--- src/rtl/core/spbq_pkg.sv ---
// Shared types and constants for the stereo peaking biquad core.
// Depends on nothing; used by every module of the block.
`timescale 1ns / 1ps

package spbq_pkg;

    localparam int SAMPLE_BITS    = 24;
    localparam int COEF_BITS      = 32;
    localparam int COEF_FRAC_BITS = 24;
    localparam int NUM_CHANNELS   = 2;
    localparam int CFG_ADDR_BITS  = 3;
    localparam int PROD_BITS      = COEF_BITS + SAMPLE_BITS;
    // five products, each below 2^(PROD_BITS-1) in magnitude
    localparam int ACC_BITS       = PROD_BITS + 3;

    typedef logic signed [SAMPLE_BITS-1:0] t_sample;
    typedef logic signed [COEF_BITS-1:0]   t_coef;
    typedef logic signed [ACC_BITS-1:0]    t_acc;

    typedef enum logic [CFG_ADDR_BITS-1:0] {
        REG_FF_GAIN_0 = 3'd0,
        REG_FF_GAIN_1 = 3'd1,
        REG_FF_GAIN_2 = 3'd2,
        REG_FB_GAIN_1 = 3'd3,
        REG_FB_GAIN_2 = 3'd4
    } t_cfg_reg;

    typedef struct packed {
        t_coef ff_gain_0;
        t_coef ff_gain_1;
        t_coef ff_gain_2;
        t_coef fb_gain_1;
        t_coef fb_gain_2;
    } t_coef_set;

    typedef struct packed {
        t_sample prev_in_1;
        t_sample prev_in_2;
        t_sample prev_out_1;
        t_sample prev_out_2;
    } t_hist;

    // unity gain in Q8.24
    localparam t_coef COEF_ONE = COEF_BITS'(64'sd1 <<< COEF_FRAC_BITS);
    localparam t_coef COEF_ZERO = '0;

    localparam t_acc ROUND_HALF = ACC_BITS'(64'sd1 <<< (COEF_FRAC_BITS - 1));
    localparam t_acc SAT_MAX    = ACC_BITS'((64'sd1 <<< (SAMPLE_BITS - 1)) - 64'sd1);
    localparam t_acc SAT_MIN    = ACC_BITS'(-(64'sd1 <<< (SAMPLE_BITS - 1)));

endpackage

--- src/rtl/core/spbq_coef_regs.sv ---
// Coefficient register bank, written through the plain configuration port.
// Depends on spbq_pkg.
`timescale 1ns / 1ps

module spbq_coef_regs (
    input  logic                              i_clk,
    input  logic                              i_rst_n,
    input  logic                              i_cfg_we,
    input  logic [spbq_pkg::CFG_ADDR_BITS-1:0] i_cfg_addr,
    input  logic [spbq_pkg::COEF_BITS-1:0]     i_cfg_wdata,
    output spbq_pkg::t_coef_set               o_coefs
);

    spbq_pkg::t_coef_set r_coefs;
    spbq_pkg::t_coef_set n_coefs;

    always_comb begin
        n_coefs = r_coefs;
        if (i_cfg_we) begin
            case (spbq_pkg::t_cfg_reg'(i_cfg_addr))
                spbq_pkg::REG_FF_GAIN_0: n_coefs.ff_gain_0 = i_cfg_wdata;
                spbq_pkg::REG_FF_GAIN_1: n_coefs.ff_gain_1 = i_cfg_wdata;
                spbq_pkg::REG_FF_GAIN_2: n_coefs.ff_gain_2 = i_cfg_wdata;
                spbq_pkg::REG_FB_GAIN_1: n_coefs.fb_gain_1 = i_cfg_wdata;
                spbq_pkg::REG_FB_GAIN_2: n_coefs.fb_gain_2 = i_cfg_wdata;
                default:                 n_coefs = r_coefs;
            endcase
        end
    end

    always_ff @(posedge i_clk) begin
        if (!i_rst_n) begin
            r_coefs.ff_gain_0 <= spbq_pkg::COEF_ONE;
            r_coefs.ff_gain_1 <= spbq_pkg::COEF_ZERO;
            r_coefs.ff_gain_2 <= spbq_pkg::COEF_ZERO;
            r_coefs.fb_gain_1 <= spbq_pkg::COEF_ZERO;
            r_coefs.fb_gain_2 <= spbq_pkg::COEF_ZERO;
        end else begin
            r_coefs <= n_coefs;
        end
    end

    assign o_coefs = r_coefs;

endmodule

--- config.mk ---
export PLATFORM = sky130hd
export DESIGN_NAME = spbq_coef_regs
export DESIGN_NICKNAME = d
export VERILOG_FILES = /design/src/rtl/core/spbq_pkg.sv /design/src/rtl/core/spbq_coef_regs.sv
export SDC_FILE = /design/constraint.sdc
export NUM_CORES = 1
export LEC_CHECK = 0
export ABC_AREA = 1
export BUFFER_PORTS_ARGS = -buffer_cell sky130_fd_sc_hd__buf_2
export CORE_AREA = 2 2 116 118
export DETAILED_ROUTE_END_ITERATION = 12
export DIE_AREA = 0 0 118 120
export HOLD_SLACK_MARGIN = 0.02
export PLACE_DENSITY = 0.81
export SYNTH_ARGS = -nofsm -noshare
export SYNTH_HDL_FRONTEND = slang
export SYNTH_SLANG_ARGS = --single-unit
--- constraint.sdc ---
create_clock -name i_clk -period 2.5 [get_ports i_clk]
set_input_delay 0.5 -clock i_clk [delete_from_list [all_inputs] [get_ports i_clk]]
set_output_delay 0.5 -clock i_clk [all_outputs]
set_load 0.01 [all_outputs]
==> flow_summary.json <==
{
  "num_vias": 6418,
  "dr.pass1.iters": 5,
  "crit_fanout": 2,
  "whs_ns": 0.3071,
  "wl_met2_um": 8480,
  "setup.worst_path.class": "flop to output pin",
  "antenna_found_initial": 0,
  "wl_um": 18240,
  "wl_per_cell_um": 14.31,
  "final_common_cell": "nor2_1",
  "largest_register_ffs": 160,
  "cp-end-kind": "output pin",
  "drt_iter0_markers": 556,
  "ys_ff_latch": 160,
  "layout_common_cells": "318 x nor2_1, 196 x buf_2, 168 x nand2_1",
  "grt_pass1_wl_um": 28460,
  "final_layout_size_suffix_gt1_frac": 0.2329,
  "cts_setup_buffers": 0,
  "hold_start": "i_cfg_wdata[24]",
  "grt_pass1_vias": 5524,
  "drc": 0,
  "met3_length_um": 1319,
  "fill_cells": 1188,
  "diodes": 0,
  "cts.sinks": 160,
  "portBuffers": 197,
  "crit_path_max_incr_delay_ns": 0.36,
  "clock_latency_ns": 0.42,
  "crit_path_start_kind": "flop",
  "grt_max_degree": 69,
  "area_growth_pct": 29.03,
  "cp_data_arrival_time_ns": 0.92,
  "final.setup.tns_ns": 0,
  "min_to": "o_coefs[152]",
  "cts_buffers": 17,
  "ios": 198,
  "clk_pin_slew_ns": 0.06,
  "post_dp_cell_area_um2": 7458,
  "synth_compound_area_frac": 0,
  "synth_area_leaders": "dfxtp_1 51%, nor2_1 19%, nand3_1 13%",
  "finalInstanceArea_um2": 8159,
  "synth_xor_area_frac": 0,
  "period_share": 0.5691,
  "yosysTopAreaCell": "dfxtp_1",
  "setup_viol": 0,
  "max_clock_freq_ghz": 0.7029,
  "antenna_left": 0,
  "synthMuxAreaShare": 0,
  "die_h_um": 120,
  "ys_seq_area_frac": 0.5065,
  "crit_family": "flip-flops",
  "reg2reg_slack_ns": 1.87,
  "utilization": 0.6286,
  "critPathSlowestCell": "dfxtp_1",
  "worstPathRequired_ns": 2.00,
  "ir_worst_vdd_v": 0.0004246,
  "syn_nets": 956,
  "hold_viol": 0,
  "worst_hold_path.num_cells": 3,
  "report.final.slew_viol_count": 0,
  "synth_top_family_by_area": "simple AND/OR/NAND/NOR gates",
  "cts_hold_buf": 0,
  "start_util": 0.4872,
  "syn_area_per_cell_um2": 6.888,
  "ctsResizeCount": 0,
  "synth_fa_ha_area_frac": 0,
  "rsz0062_at_grt": "false",
  "min_path_type": "input port to flop",
  "root_buffer": "clkbuf_16",
  "maxCapViolCount": 0,
  "clock_tree.buffer_depth": 2,
  "maxUsedRoutingLayer": "met4",
  "placementRows": 42,
  "r2r_start": "o_coefs[109]",
  "htree_levels": 4,
  "yosys.area.top_type_share": 0.5065,
  "r2r_end": "o_coefs[109]",
  "dieArea_um2": 14160,
  "reg2reg_depth": 2,
  "via_per_inst": 5.034,
  "worstMarginPinSlew_ns": 0.6524,
  "cp_num_buf_inv": 1,
  "ys_warn_count": 0,
  "chipWidth_um": 118,
  "nNetsFinal": 1125,
  "crit_chain": "buf_2",
  "grt_usage": 0.2554,
  "finalCriticalPeriod_ns": 1.423,
  "yosys.area_share.simple": 0.4228,
  "gp_congestion": 0.8303,
  "p_per_area_nw_per_um2": 777.3,
  "place_hpwl_um": 11990,
  "grt-ovfl-total": 0,
  "p_leak_nw": 4.079,
  "fin_skew_ns": 0,
  "status": "complete, no violations",
  "slew_headroom": 0.5651,
  "synth_cell_type_count": 10,
  "cts_tree": "yes",
  "wl_met1_um": 7837,
  "synth_area_um2": 6324,
  "synth_cells": 918,
  "core_um2": 12980
}
==> through the flow <==
stage | std cells | total power [mW] | setup slack [ns]
6_report | 1275 | 6.342 | 1.077
5_1_grt | 1275 | 6.570 | 1.038
4_1_cts | 1275 | 6.373 | 1.061
3_5_place_dp | 1244 | 3.346 | 0.7325
3_3_place_gp | 1244 | 3.334 | 0.7708
2_1_floorplan | 918 | 3.115 | 1.223
==> power by group <==
group	internal (mW)	switching, mW
clock network	2.05	1.00
logic	0.210	0.400
registers	2.64	0.0438
total	4.90	1.45
==> synth_stat cells <==
cell type    n
inv_1       36
dfxtp_1    160
nand2_1    168
buf_1       12
nor2_1     321
buf_2       48
inv_2        2
nor2_2       6
clkbuf_1     5
nand3_1    160
==> layer usage <==
layer | GRT usage | vias up
met5 | 0 | -
met4 | 0.1333 | 0
met3 | 0.05656 | 47
met2 | 0.4063 | 275
met1 | 0.3258 | 2915
li1 | - | 3181
==> cells by family after synthesis <==
group,after synthesis
simple gates,655
buf+inv,103
flops,160
==> final cells by class <==
class                           count  area (um2)  share of cell area
Sequential cell                   160        3203              0.3926
Clock buffer                       21       470.5             0.05766
Timing Repair Buffer              215        1186              0.1454
Inverter                           38       142.6             0.01748
Tap cell                          176       220.2             0.02699
Multi-Input combinational cell    655        2706              0.3317
Clock inverter                     10       230.2             0.02822
==> worst max-delay path by stage <==
stage | startpoint | to | slack (ns) | cells after the start
after floorplan | i_rst_n | o_coefs[130] | 1.22 | 5
after global placement | i_cfg_addr[2] | o_coefs[135] | 0.77 | 7
after detailed placement | i_cfg_addr[2] | o_coefs[138] | 0.73 | 7
after CTS | o_coefs[130] | o_coefs[130] | 1.06 | 1
after global routing | o_coefs[130] | o_coefs[130] | 1.04 | 1
final | o_coefs[109] | o_coefs[109] | 1.08 | 1
Note: power is estimated with default switching activity, not from simulation.
