==> config.mk <==
export PLATFORM = sky130hd
export DESIGN_NAME = spbq_history
export DESIGN_NICKNAME = d
export VERILOG_FILES = /design/src/rtl/core/spbq_pkg.sv /design/src/rtl/core/spbq_history.sv
export SDC_FILE = /design/constraint.sdc
export NUM_CORES = 1
export LEC_CHECK = 0
export ABC_AREA = 1
export BUFFER_PORTS_ARGS = -buffer_cell sky130_fd_sc_hd__buf_2
export CORE_MARGIN = 10
export CORE_UTILIZATION = 25
export DETAILED_ROUTE_END_ITERATION = 8
export PLACE_DENSITY_LB_ADDON = 0.1
export SETUP_SLACK_MARGIN = 0.1
export SKIP_LAST_GASP = 1
export SYNTH_ARGS = -nofsm -noshare
export SYNTH_HDL_FRONTEND = slang
export SYNTH_SLANG_ARGS = --single-unit
==> constraint.sdc <==
create_clock -name i_clk -period 8.9 [get_ports i_clk]
set_clock_uncertainty 0.15 [all_clocks]
set_input_delay 1.335 -clock i_clk [delete_from_list [all_inputs] [get_ports i_clk]]
set_output_delay 1.335 -clock i_clk [all_outputs]
set_load 0.03 [all_outputs]
==> src/rtl/core/spbq_pkg.sv <==
// Shared types and constants for the stereo peaking biquad core.
// Depends on nothing; used by every module of the block.
`timescale 1ns / 1ps

package spbq_pkg;

    localparam int SAMPLE_BITS    = 24;
    localparam int COEF_BITS      = 32;
    localparam int COEF_FRAC_BITS = 24;
    localparam int NUM_CHANNELS   = 2;
    localparam int CFG_ADDR_BITS  = 3;
    localparam int PROD_BITS      = COEF_BITS + SAMPLE_BITS;
    // five products, each below 2^(PROD_BITS-1) in magnitude
    localparam int ACC_BITS       = PROD_BITS + 3;

    typedef logic signed [SAMPLE_BITS-1:0] t_sample;
    typedef logic signed [COEF_BITS-1:0]   t_coef;
    typedef logic signed [ACC_BITS-1:0]    t_acc;

    typedef enum logic [CFG_ADDR_BITS-1:0] {
        REG_FF_GAIN_0 = 3'd0,
        REG_FF_GAIN_1 = 3'd1,
        REG_FF_GAIN_2 = 3'd2,
        REG_FB_GAIN_1 = 3'd3,
        REG_FB_GAIN_2 = 3'd4
    } t_cfg_reg;

    typedef struct packed {
        t_coef ff_gain_0;
        t_coef ff_gain_1;
        t_coef ff_gain_2;
        t_coef fb_gain_1;
        t_coef fb_gain_2;
    } t_coef_set;

    typedef struct packed {
        t_sample prev_in_1;
        t_sample prev_in_2;
        t_sample prev_out_1;
        t_sample prev_out_2;
    } t_hist;

    // unity gain in Q8.24
    localparam t_coef COEF_ONE = COEF_BITS'(64'sd1 <<< COEF_FRAC_BITS);
    localparam t_coef COEF_ZERO = '0;

    localparam t_acc ROUND_HALF = ACC_BITS'(64'sd1 <<< (COEF_FRAC_BITS - 1));
    localparam t_acc SAT_MAX    = ACC_BITS'((64'sd1 <<< (SAMPLE_BITS - 1)) - 64'sd1);
    localparam t_acc SAT_MIN    = ACC_BITS'(-(64'sd1 <<< (SAMPLE_BITS - 1)));

endpackage

==> src/rtl/core/spbq_history.sv <==
// Per-channel delay lines: last two inputs and last two outputs of each channel.
// Depends on spbq_pkg.
`timescale 1ns / 1ps

module spbq_history (
    input  logic                i_clk,
    input  logic                i_rst_n,
    input  logic                i_upd,
    input  logic                i_ch,
    input  spbq_pkg::t_sample   i_x,
    input  spbq_pkg::t_sample   i_y,
    output spbq_pkg::t_hist     o_hist
);

    spbq_pkg::t_hist r_hist [spbq_pkg::NUM_CHANNELS];
    spbq_pkg::t_hist n_entry;

    // shift the selected channel's taps by one sample
    always_comb begin
        n_entry.prev_in_2  = r_hist[i_ch].prev_in_1;
        n_entry.prev_in_1  = i_x;
        n_entry.prev_out_2 = r_hist[i_ch].prev_out_1;
        n_entry.prev_out_1 = i_y;
    end

    always_ff @(posedge i_clk) begin
        if (!i_rst_n) begin
            for (int c = 0; c < spbq_pkg::NUM_CHANNELS; c++) begin
                r_hist[c] <= '0;
            end
        end else if (i_upd) begin
            r_hist[i_ch] <= n_entry;
        end
    end

    assign o_hist = r_hist[i_ch];

endmodule

==> results_dict.tcl, run 1 <==
set metrics [dict create \
    top_register "r_hist" \
    gpl.final_weighted_congestion 0.668 \
    dp_hpwl_mm 12.7 \
    cts_tree "built" \
    antenna_found_initial 1 \
    yosysSeqAreaShare_pct 69.4 \
    crit_path_cell_trace "buf_4 > buf_4 > o21ai_0 > buf_2" \
    drive_gt1_share_pct 21.6 \
    avgSynthCellArea_sq_um 10.2 \
    tns_ps 0 \
    detail-route-antenna-nets 0 \
    groute.usage.overall_pct 10.7 \
    fin_nets 997 \
    clock.fmax_mhz 209 \
    outcome "complete, no violations" \
    cts.repair.resized 0 \
    ys_seq_elements 192 \
    pre_cts_ws_ps 4060 \
    final_cells 1399 \
    wl_mm 21.5 \
    num_vias 5471 \
    setup_violations 0 \
    grt_pass1_wl_mm 33.9 \
    cts_hold_buf 0 \
    largest_register_ff_count 192 \
    path_clk_slew_ps 70 \
    cp_data_arrival_time_ps 3300 \
    h-tree-depth 4 \
    gr-total-overflow 0 \
    rsz0062_at_grt "no" \
    synthCells 814 \
    ys_types 12 \
    dieArea_sq_um 40900 \
    ir_worst_vdd_mv 0.126 \
    synthTopCellsByCount "nand2_1 (194), edfxtp_1 (192), nor2_1 (172)" \
    synth_fp_nets 866 \
    hold_path.class "reg2reg" \
    first_iter_violations 354 \
    worst_slack_ps 4110 \
    die_h_um 202 \
    post-route-period-util_pct 53.8 \
    async_flop_share_pct 0 \
    synthesis.area_sq_um 8310 \
    path_class "in2out" \
    diodes 0 \
    core_area_sq_um 32600 \
    ios 148 \
    ys.flop_type "edfxtp_1" \
    port-buffer-count 147 \
    max_slew_margin_pct 35.6 \
    grt_max_degree 76 \
    slowest_stage "buf_4" \
    clk_latency_ps 450 \
    cts_sinks 192 \
    finalMaxSlewViolations 0 \
    maxCapViolCount 0 \
    cpMostUsedCell "buf_4" \
    dp_cells 1368 \
    cts_buffer_depth 2 \
    critPathCaptureType "output pin" \
    reg.largest.list "r_hist (192)" \
    p_leak_uw 0.00462 \
    max_stage_delay_ps 720 \
    cellPowerDensity_nw_per_um2 212 \
    die_w_um 202 \
    grt_pass1_vias 5712 \
    synth_warnings 0 \
    yosysTopAreaCellShare_pct 69.4 \
    cts_root_buf "clkbuf_16" \
    finalHoldWorstSlack_ps 407 \
    hold_viol_final 0 \
    post_drt_wl_per_cell_um 15.4 \
    synth.most_common_cell "nand2_1" \
    tightest_slew_ps 966 \
    critical_path_required_ps 7410 \
    cp_max_fo 75 \
    drtPass1Iterations 4 \
    synthTopCellsByArea "edfxtp_1 (69%), nand2_1 (8.8%), nor2_1 (7.8%)" \
    start_util_pct 25.5 \
    synth_edf_count 192 \
    avgViaCountPerCell 3.91 \
    syn_to_final_growth_pct 20.7 \
    fin_crit_ps 4790 \
    yosys.area.top_type "edfxtp_1" \
    cp-start-kind "primary input" \
    cts_buffers 17 \
    drc 0 \
    post_cts_buffers 0 \
    rows 66 \
]
## cell type report
type	count	area (sq um)
multi-input cells	436	1790
fillers	3457	22600
clock buffers	17	425
repair buffers	153	783
clock inverters	14	168
inverters	145	544
well taps	442	553
flip-flops and latches	192	5770
## path summary, 6_finish.rpt
path                               start                     endpoint  slack [ps]  cells after the start
max                                 i_ch                   o_hist[93]        4110                      4
min          r_hist[0][37]$_SDFFCE_PN0P_  r_hist[0][13]$_SDFFCE_PN0P_         410                      2
max reg2reg  r_hist[1][32]$_SDFFCE_PN0P_   r_hist[1][8]$_SDFFCE_PN0P_        7960                      2
min reg2reg  r_hist[0][37]$_SDFFCE_PN0P_  r_hist[0][13]$_SDFFCE_PN0P_         410                      2
## critical path, delay by kind of cell
family	cells	cell delay (ps)
buffers and inverters	3	1550
AOI/OAI and AO/OA	1	300
## logic make-up after synthesis
group | after synthesis | synth area share (%)
AND/OR/NAND/NOR | 388 | 18.3
buffers and inverters | 186 | 9.40
AO/OA/AOI/OAI | 48 | 2.89
flip-flops | 192 | 69.4
## power by group
group | switching, uW | internal (uW) | total (uW)
Combinational | 193 | 59.6 | 253
Clock | 354 | 440 | 795
Sequential | 17.3 | 1060 | 1080
## cells in the final DEF, fill, tap and decap left out, types with 3 or more instances in the layout
cell type,instances
edfxtp_1,192
clkbuf_16,17
buf_2,146
bufinv_16,3
clkinvlp_4,4
buf_4,7
nor2_1,172
nor2_2,20
nand2_1,192
o21ai_0,48
inv_1,144
clkinv_4,3
## metal layers
| metal | routed length (um) | GRT usage [%] | share of wire (%) |
|---|---|---|---|
| met5 | 13 | 0 | 0.060 |
| met3 | 1090 | 3.39 | 5.1 |
| met2 | 10200 | 17.3 | 47 |
| met4 | 229 | 3.20 | 1.1 |
| met1 | 10000 | 13.5 | 47 |
## per-stage QoR
step,power (uW),instance area (sq um),utilization [%]
3_3_place_gp,1360,9440,28.9
6_report,2120,10000,30.7
4_1_cts,2170,10000,30.7
3_5_place_dp,1360,9440,28.9
5_1_grt,2220,10000,30.7
2_1_floorplan,1270,8310,-
Note: power is estimated with default switching activity, not from simulation.
==> run 2: changes to the inputs <==
Clock period 8.9 ns to 3.9 ns, I/O delays scaled along.
==> run 2 against run 1 <==
- die area is the same
- final cell count grew 0.43%
- clock power grew 110%
- largest power group unchanged
==> results_dict.tcl, run 2 (synthesis results as in run 1) <==
set metrics [dict create \
    top_register "r_hist" \
    reg.largest.list "r_hist (192)" \
    ir_worst_vdd_mv 0.278 \
    wl_met3_um 961 \
    gr-total-overflow 0 \
    diodes 0 \
    avgViaCountPerCell 3.91 \
    die_w_um 202 \
    path_class "in2out" \
    rows 66 \
    setup_violations 0 \
    dr_wl_met2_mm 9.88 \
    groute.usage.overall_pct 10.8 \
    critPathBufInv 3 \
    first_iter_violations 311 \
    max_slew_margin_pct 41.4 \
    wl_met1_mm 10.5 \
    final_cell_area_sq_um 10100 \
    cp_max_fo 85 \
    clk_latency_ps 430 \
    grt_max_degree 86 \
    critical_path_required_ps 3160 \
    crit_path_cell_trace "buf_4 > buf_4 > o21ai_0 > buf_2" \
    cts_buffers 17 \
    drc 0 \
    p_leak_uw 0.00463 \
    hold_path.class "in2reg" \
    rsz0062_at_grt "no" \
    hold_viol_final 0 \
    die_h_um 202 \
    fin_nets 1002 \
    worst_slack_ps 1230 \
    post_drt_wl_per_cell_um 15.4 \
    final_cells 1405 \
    highest_layer "met4" \
    outcome "complete, no violations" \
    dp_hpwl_mm 12.9 \
    layout_common_cells "nand2_1 (192), edfxtp_1 (192), nor2_1 (172)" \
    placed_area_sq_um 9510 \
    cts.repair.resized 0 \
    critPathCaptureType "output pin" \
    fin_crit_ps 2670 \
    max_stage_delay_ps 660 \
    port-buffer-count 147 \
    crit_family "buffers and inverters" \
    grt_pass1_wl_mm 33.8 \
    cts_sinks 192 \
    drtPass1Iterations 4 \
    wl_mm 21.7 \
    maxCapViolCount 0 \
    gpl.final_weighted_congestion 0.672 \
    grt_pass1_vias 5596 \
    multi_input_area_sq_um 1790 \
    slowest_stage "buf_4" \
    drive_gt1_share_pct 21.8 \
    cts_tree "built" \
    cts_buffer_depth 2 \
    clock.fmax_mhz 374 \
    post_cts_buffers 0 \
    seq_area_sq_um 5770 \
    post-route-period-util_pct 68.6 \
    largest_register_ff_count 192 \
    cts_root_buf "clkbuf_16" \
    start_util_pct 25.5 \
    tns_ps 0 \
    h-tree-depth 4 \
    finalMaxSlewViolations 0 \
    num_vias 5497 \
    core_area_sq_um 32600 \
    pre_cts_ws_ps 1090 \
    cellPowerDensity_nw_per_um2 469 \
    final_util_pct 30.8 \
    cpMostUsedCell "buf_4" \
    cts_hold_buf 0 \
    antenna_found_initial 1 \
    detail-route-antenna-nets 0 \
    tightest_slew_ps 879 \
    path_clk_slew_ps 70 \
    ios 148 \
    dp_cells 1373 \
    dieArea_sq_um 40900 \
    syn_to_final_growth_pct 21.1 \
    cp-start-kind "primary input" \
    cp_data_arrival_time_ps 1940 \
    fillers 3466 \
]
-- run 2: routing by layer --
layer / vias to the layer above / track usage, %
met1: 2586 / 14.5
met2: 104 / 16.7
met5: - / 0
li1: 2791 / -
met3: 16 / 2.69
met4: 0 / 3.36
-- run 2: worst paths after layout --
check | startpoint | endpoint | slack, ps | cells after the start
min reg2reg | r_hist[0][30]$_SDFFCE_PN0P_ | r_hist[0][6]$_SDFFCE_PN0P_ | 400 | 2
min | i_y[21] | r_hist[1][45]$_SDFFCE_PN0P_ | 300 | 3
max reg2reg | r_hist[1][75]$_SDFFCE_PN0P_ | r_hist[1][51]$_SDFFCE_PN0P_ | 2930 | 2
max | i_ch | o_hist[78] | 1230 | 4
-- run 2: metrics by stage --
step | hold WS (ps) | power, uW
4_1_cts | 276 | 4810
2_1_floorplan | 378 | 2890
3_5_place_dp | 390 | 3120
5_1_grt | 288 | 4950
3_3_place_gp | 386 | 3110
6_report | 305 | 4710
-- run 2: area by class of cell --
cell class / instances / share of cell area, %
Sequential cell: 192 / 57.3
Multi-Input combinational cell: 436 / 17.8
Inverter: 145 / 5.41
Clock buffer: 19 / 4.30
Clock inverter: 13 / 1.13
Timing Repair Buffer: 158 / 8.53
Tap cell: 442 / 5.50
-- run 2: power breakdown --
part           internal (uW)  switching, uW
sequential              2420           41.3
clock                    880            788
combinational            144            445
total                   3440           1270
-- run 2: worst register-to-register path, cell delays in order (launching register included) --
cell      delay, ps
edfxtp_1        430
inv_1            80
nor2_1           40
==> run 3: changes to the inputs <==
Settings changed: ABC_AREA 1 to 0.
Clock period 3.9 ns to 2.26 ns, I/O delays scaled along.
==> run 3 against run 2 <==
- final area up 0.92%
- sequential power up 72%
- first-iteration DRC count is 3.2% lower
- non-clock buffer count up 4
==> results_dict.tcl, run 3 <==
set metrics [dict create \
    maxCapViolCount 0 \
    die_w_um 202 \
    avgViaCountPerCell 4.07 \
    p_leak_uw 0.00420 \
    cts_buffers 17 \
    cts.repair.resized 0 \
    grt_pass1_vias 5495 \
    synthCells 672 \
    synth_warnings 0 \
    cp_max_fo 53 \
    cp-start-kind "primary input" \
    critPathBufInv 4 \
    drc 0 \
    reg.largest.list "r_hist (192)" \
    dieArea_sq_um 40700 \
    r2r-start "r_hist[0][80]$_SDFFCE_PN0P_" \
    die_h_um 202 \
    p_total_uw 8570 \
    start_util_pct 25.4 \
    outcome "complete, no violations" \
    largest_register_ff_count 192 \
    critPathCaptureType "output pin" \
    crit_family "buffers and inverters" \
    gr-total-overflow 0 \
    groute.usage.overall_pct 10.8 \
    syn_to_final_growth_pct 23.0 \
    synthTopCellsByArea "edfxtp_1 (70%), nor2_1 (8.7%), nand2_1 (6.7%)" \
    synth_fp_nets 724 \
    first_iter_violations 301 \
    drive_gt1_share_pct 29.9 \
    ys.flop_type "edfxtp_1" \
    dp_hpwl_mm 14.0 \
    cpMostUsedCell "buf_4" \
    yosysTopAreaCellShare_pct 69.8 \
    cp_data_arrival_time_ps 1520 \
    fin_nets 862 \
    hold_viol_final 0 \
    pre_cts_ws_ps 258 \
    post_cts_buffers 0 \
    rows 66 \
    yosysSeqAreaShare_pct 69.8 \
    drtPass1Iterations 4 \
    rsz0062_at_grt "no" \
    ios 148 \
    antenna_found_initial 0 \
    final_cell_area_sq_um 10100 \
    num_vias 5146 \
    crit_path_cell_trace "buf_4 > buf_12 > buf_4 > mux2_4 > buf_2" \
    cts_root_buf "clkbuf_16" \
    cts_hold_buf 0 \
    clock.fmax_mhz 497 \
    post_drt_wl_per_cell_um 17.1 \
    cts_sinks 192 \
    path_class "in2out" \
    synthesis.area_sq_um 8250 \
    ff2ff_setup_slack_ps 1330 \
    cellPowerDensity_nw_per_um2 845 \
    layout_common_cells "nor2_1 (192), edfxtp_1 (192), buf_2 (146)" \
    slowest_stage "mux2_4" \
    wl_mm 21.7 \
    clk_latency_ps 430 \
    finalMaxSlewViolations 0 \
    synth_edf_count 192 \
    hold_depth 3 \
    final_util_pct 31.2 \
    h-tree-depth 4 \
    whs_endpoint "r_hist[1][27]$_SDFFCE_PN0P_" \
    ff2ff_path_depth 2 \
    placed_area_sq_um 9530 \
    ys_types 10 \
    diodes 0 \
    path_clk_slew_ps 70 \
    tns_ps 0 \
    worstReg2RegEnd "r_hist[0][56]$_SDFFCE_PN0P_" \
    synthTopCellsByCount "edfxtp_1 (192), nor2_1 (192), nand2_1 (148)" \
    tightest_slew_ps 532 \
    critical_path_required_ps 1770 \
    fin_crit_ps 2010 \
    detail-route-antenna-nets 0 \
    async_flop_share_pct 0 \
    cts_tree "built" \
    ys_seq_elements 192 \
    top_register "r_hist" \
    hold_path.class "in2reg" \
    gpl.final_weighted_congestion 0.695 \
    hp-start "i_y[3]" \
    port-buffer-count 147 \
    cts_buffer_depth 2 \
    post-route-period-util_pct 89.0 \
    yosys.area.top_type "edfxtp_1" \
    worst_slack_ps 249 \
    grt_pass1_wl_mm 33.5 \
    avgSynthCellArea_sq_um 12.3 \
    grt_max_degree 81 \
    max_stage_delay_ps 320 \
    max_slew_margin_pct 64.5 \
    setup_violations 0 \
    ir_worst_vdd_mv 0.530 \
    core_area_sq_um 32500 \
]
-- run 3: final cells by class --
| cell class | count | area (sq um) |
|---|---|---|
| clock inverters | 13 | 184 |
| multi-input cells | 437 | 2250 |
| well taps | 442 | 553 |
| fillers | 3367 | 22400 |
| repair buffers | 162 | 963 |
| clock buffers | 19 | 433 |
| flip-flops and latches | 192 | 5770 |
-- run 3: how the worst max path moves through the flow --
| stage | start | endpoint | slack, ps | depth (start not counted) |
|---|---|---|---|---|
| 6_report | i_ch | o_hist[59] | 250 | 5 |
| 3_3_place_gp | i_ch | o_hist[56] | 270 | 5 |
| 5_1_grt | i_ch | o_hist[59] | 200 | 5 |
| 2_1_floorplan | i_ch | r_hist[0][0]$_SDFFCE_PN0P_ | 180 | 5 |
| 4_1_cts | i_ch | o_hist[58] | 260 | 5 |
| 3_5_place_dp | i_ch | o_hist[58] | 260 | 5 |
-- run 3: through the flow --
stage	std cells	hold WS [ps]
global route	1265	67.5
global placement	1233	405
CTS	1265	43.4
finish	1265	72.7
detailed placement	1233	409
floorplan	672	389
-- run 3: tightest hold or removal path: stages --
cell and delay, ps:
buf_2 70, nand2_1 60, nor2_1 80
-- run 3: logic make-up (layout without fill, tap and decap cells) --
logic type	count (synthesis)	after routing	share of synthesized area, %
mux	50	50	7.91
simple gates	387	387	19.0
buf+inv	43	194	3.21
flops	192	192	69.8
-- run 3: routing by layer --
layer	up-vias	part of all wire (%)	track usage (%)
met1	2510	46	13.8
met3	17	3.9	2.89
met5	-	0	0
met2	97	49	17.6
met4	0	1.0	3.06
li1	2522	-	-
-- run 3: power breakdown --
part,switching [uW],internal (uW)
Sequential,60.5,4180
Combinational,798,339
Clock,1340,1860
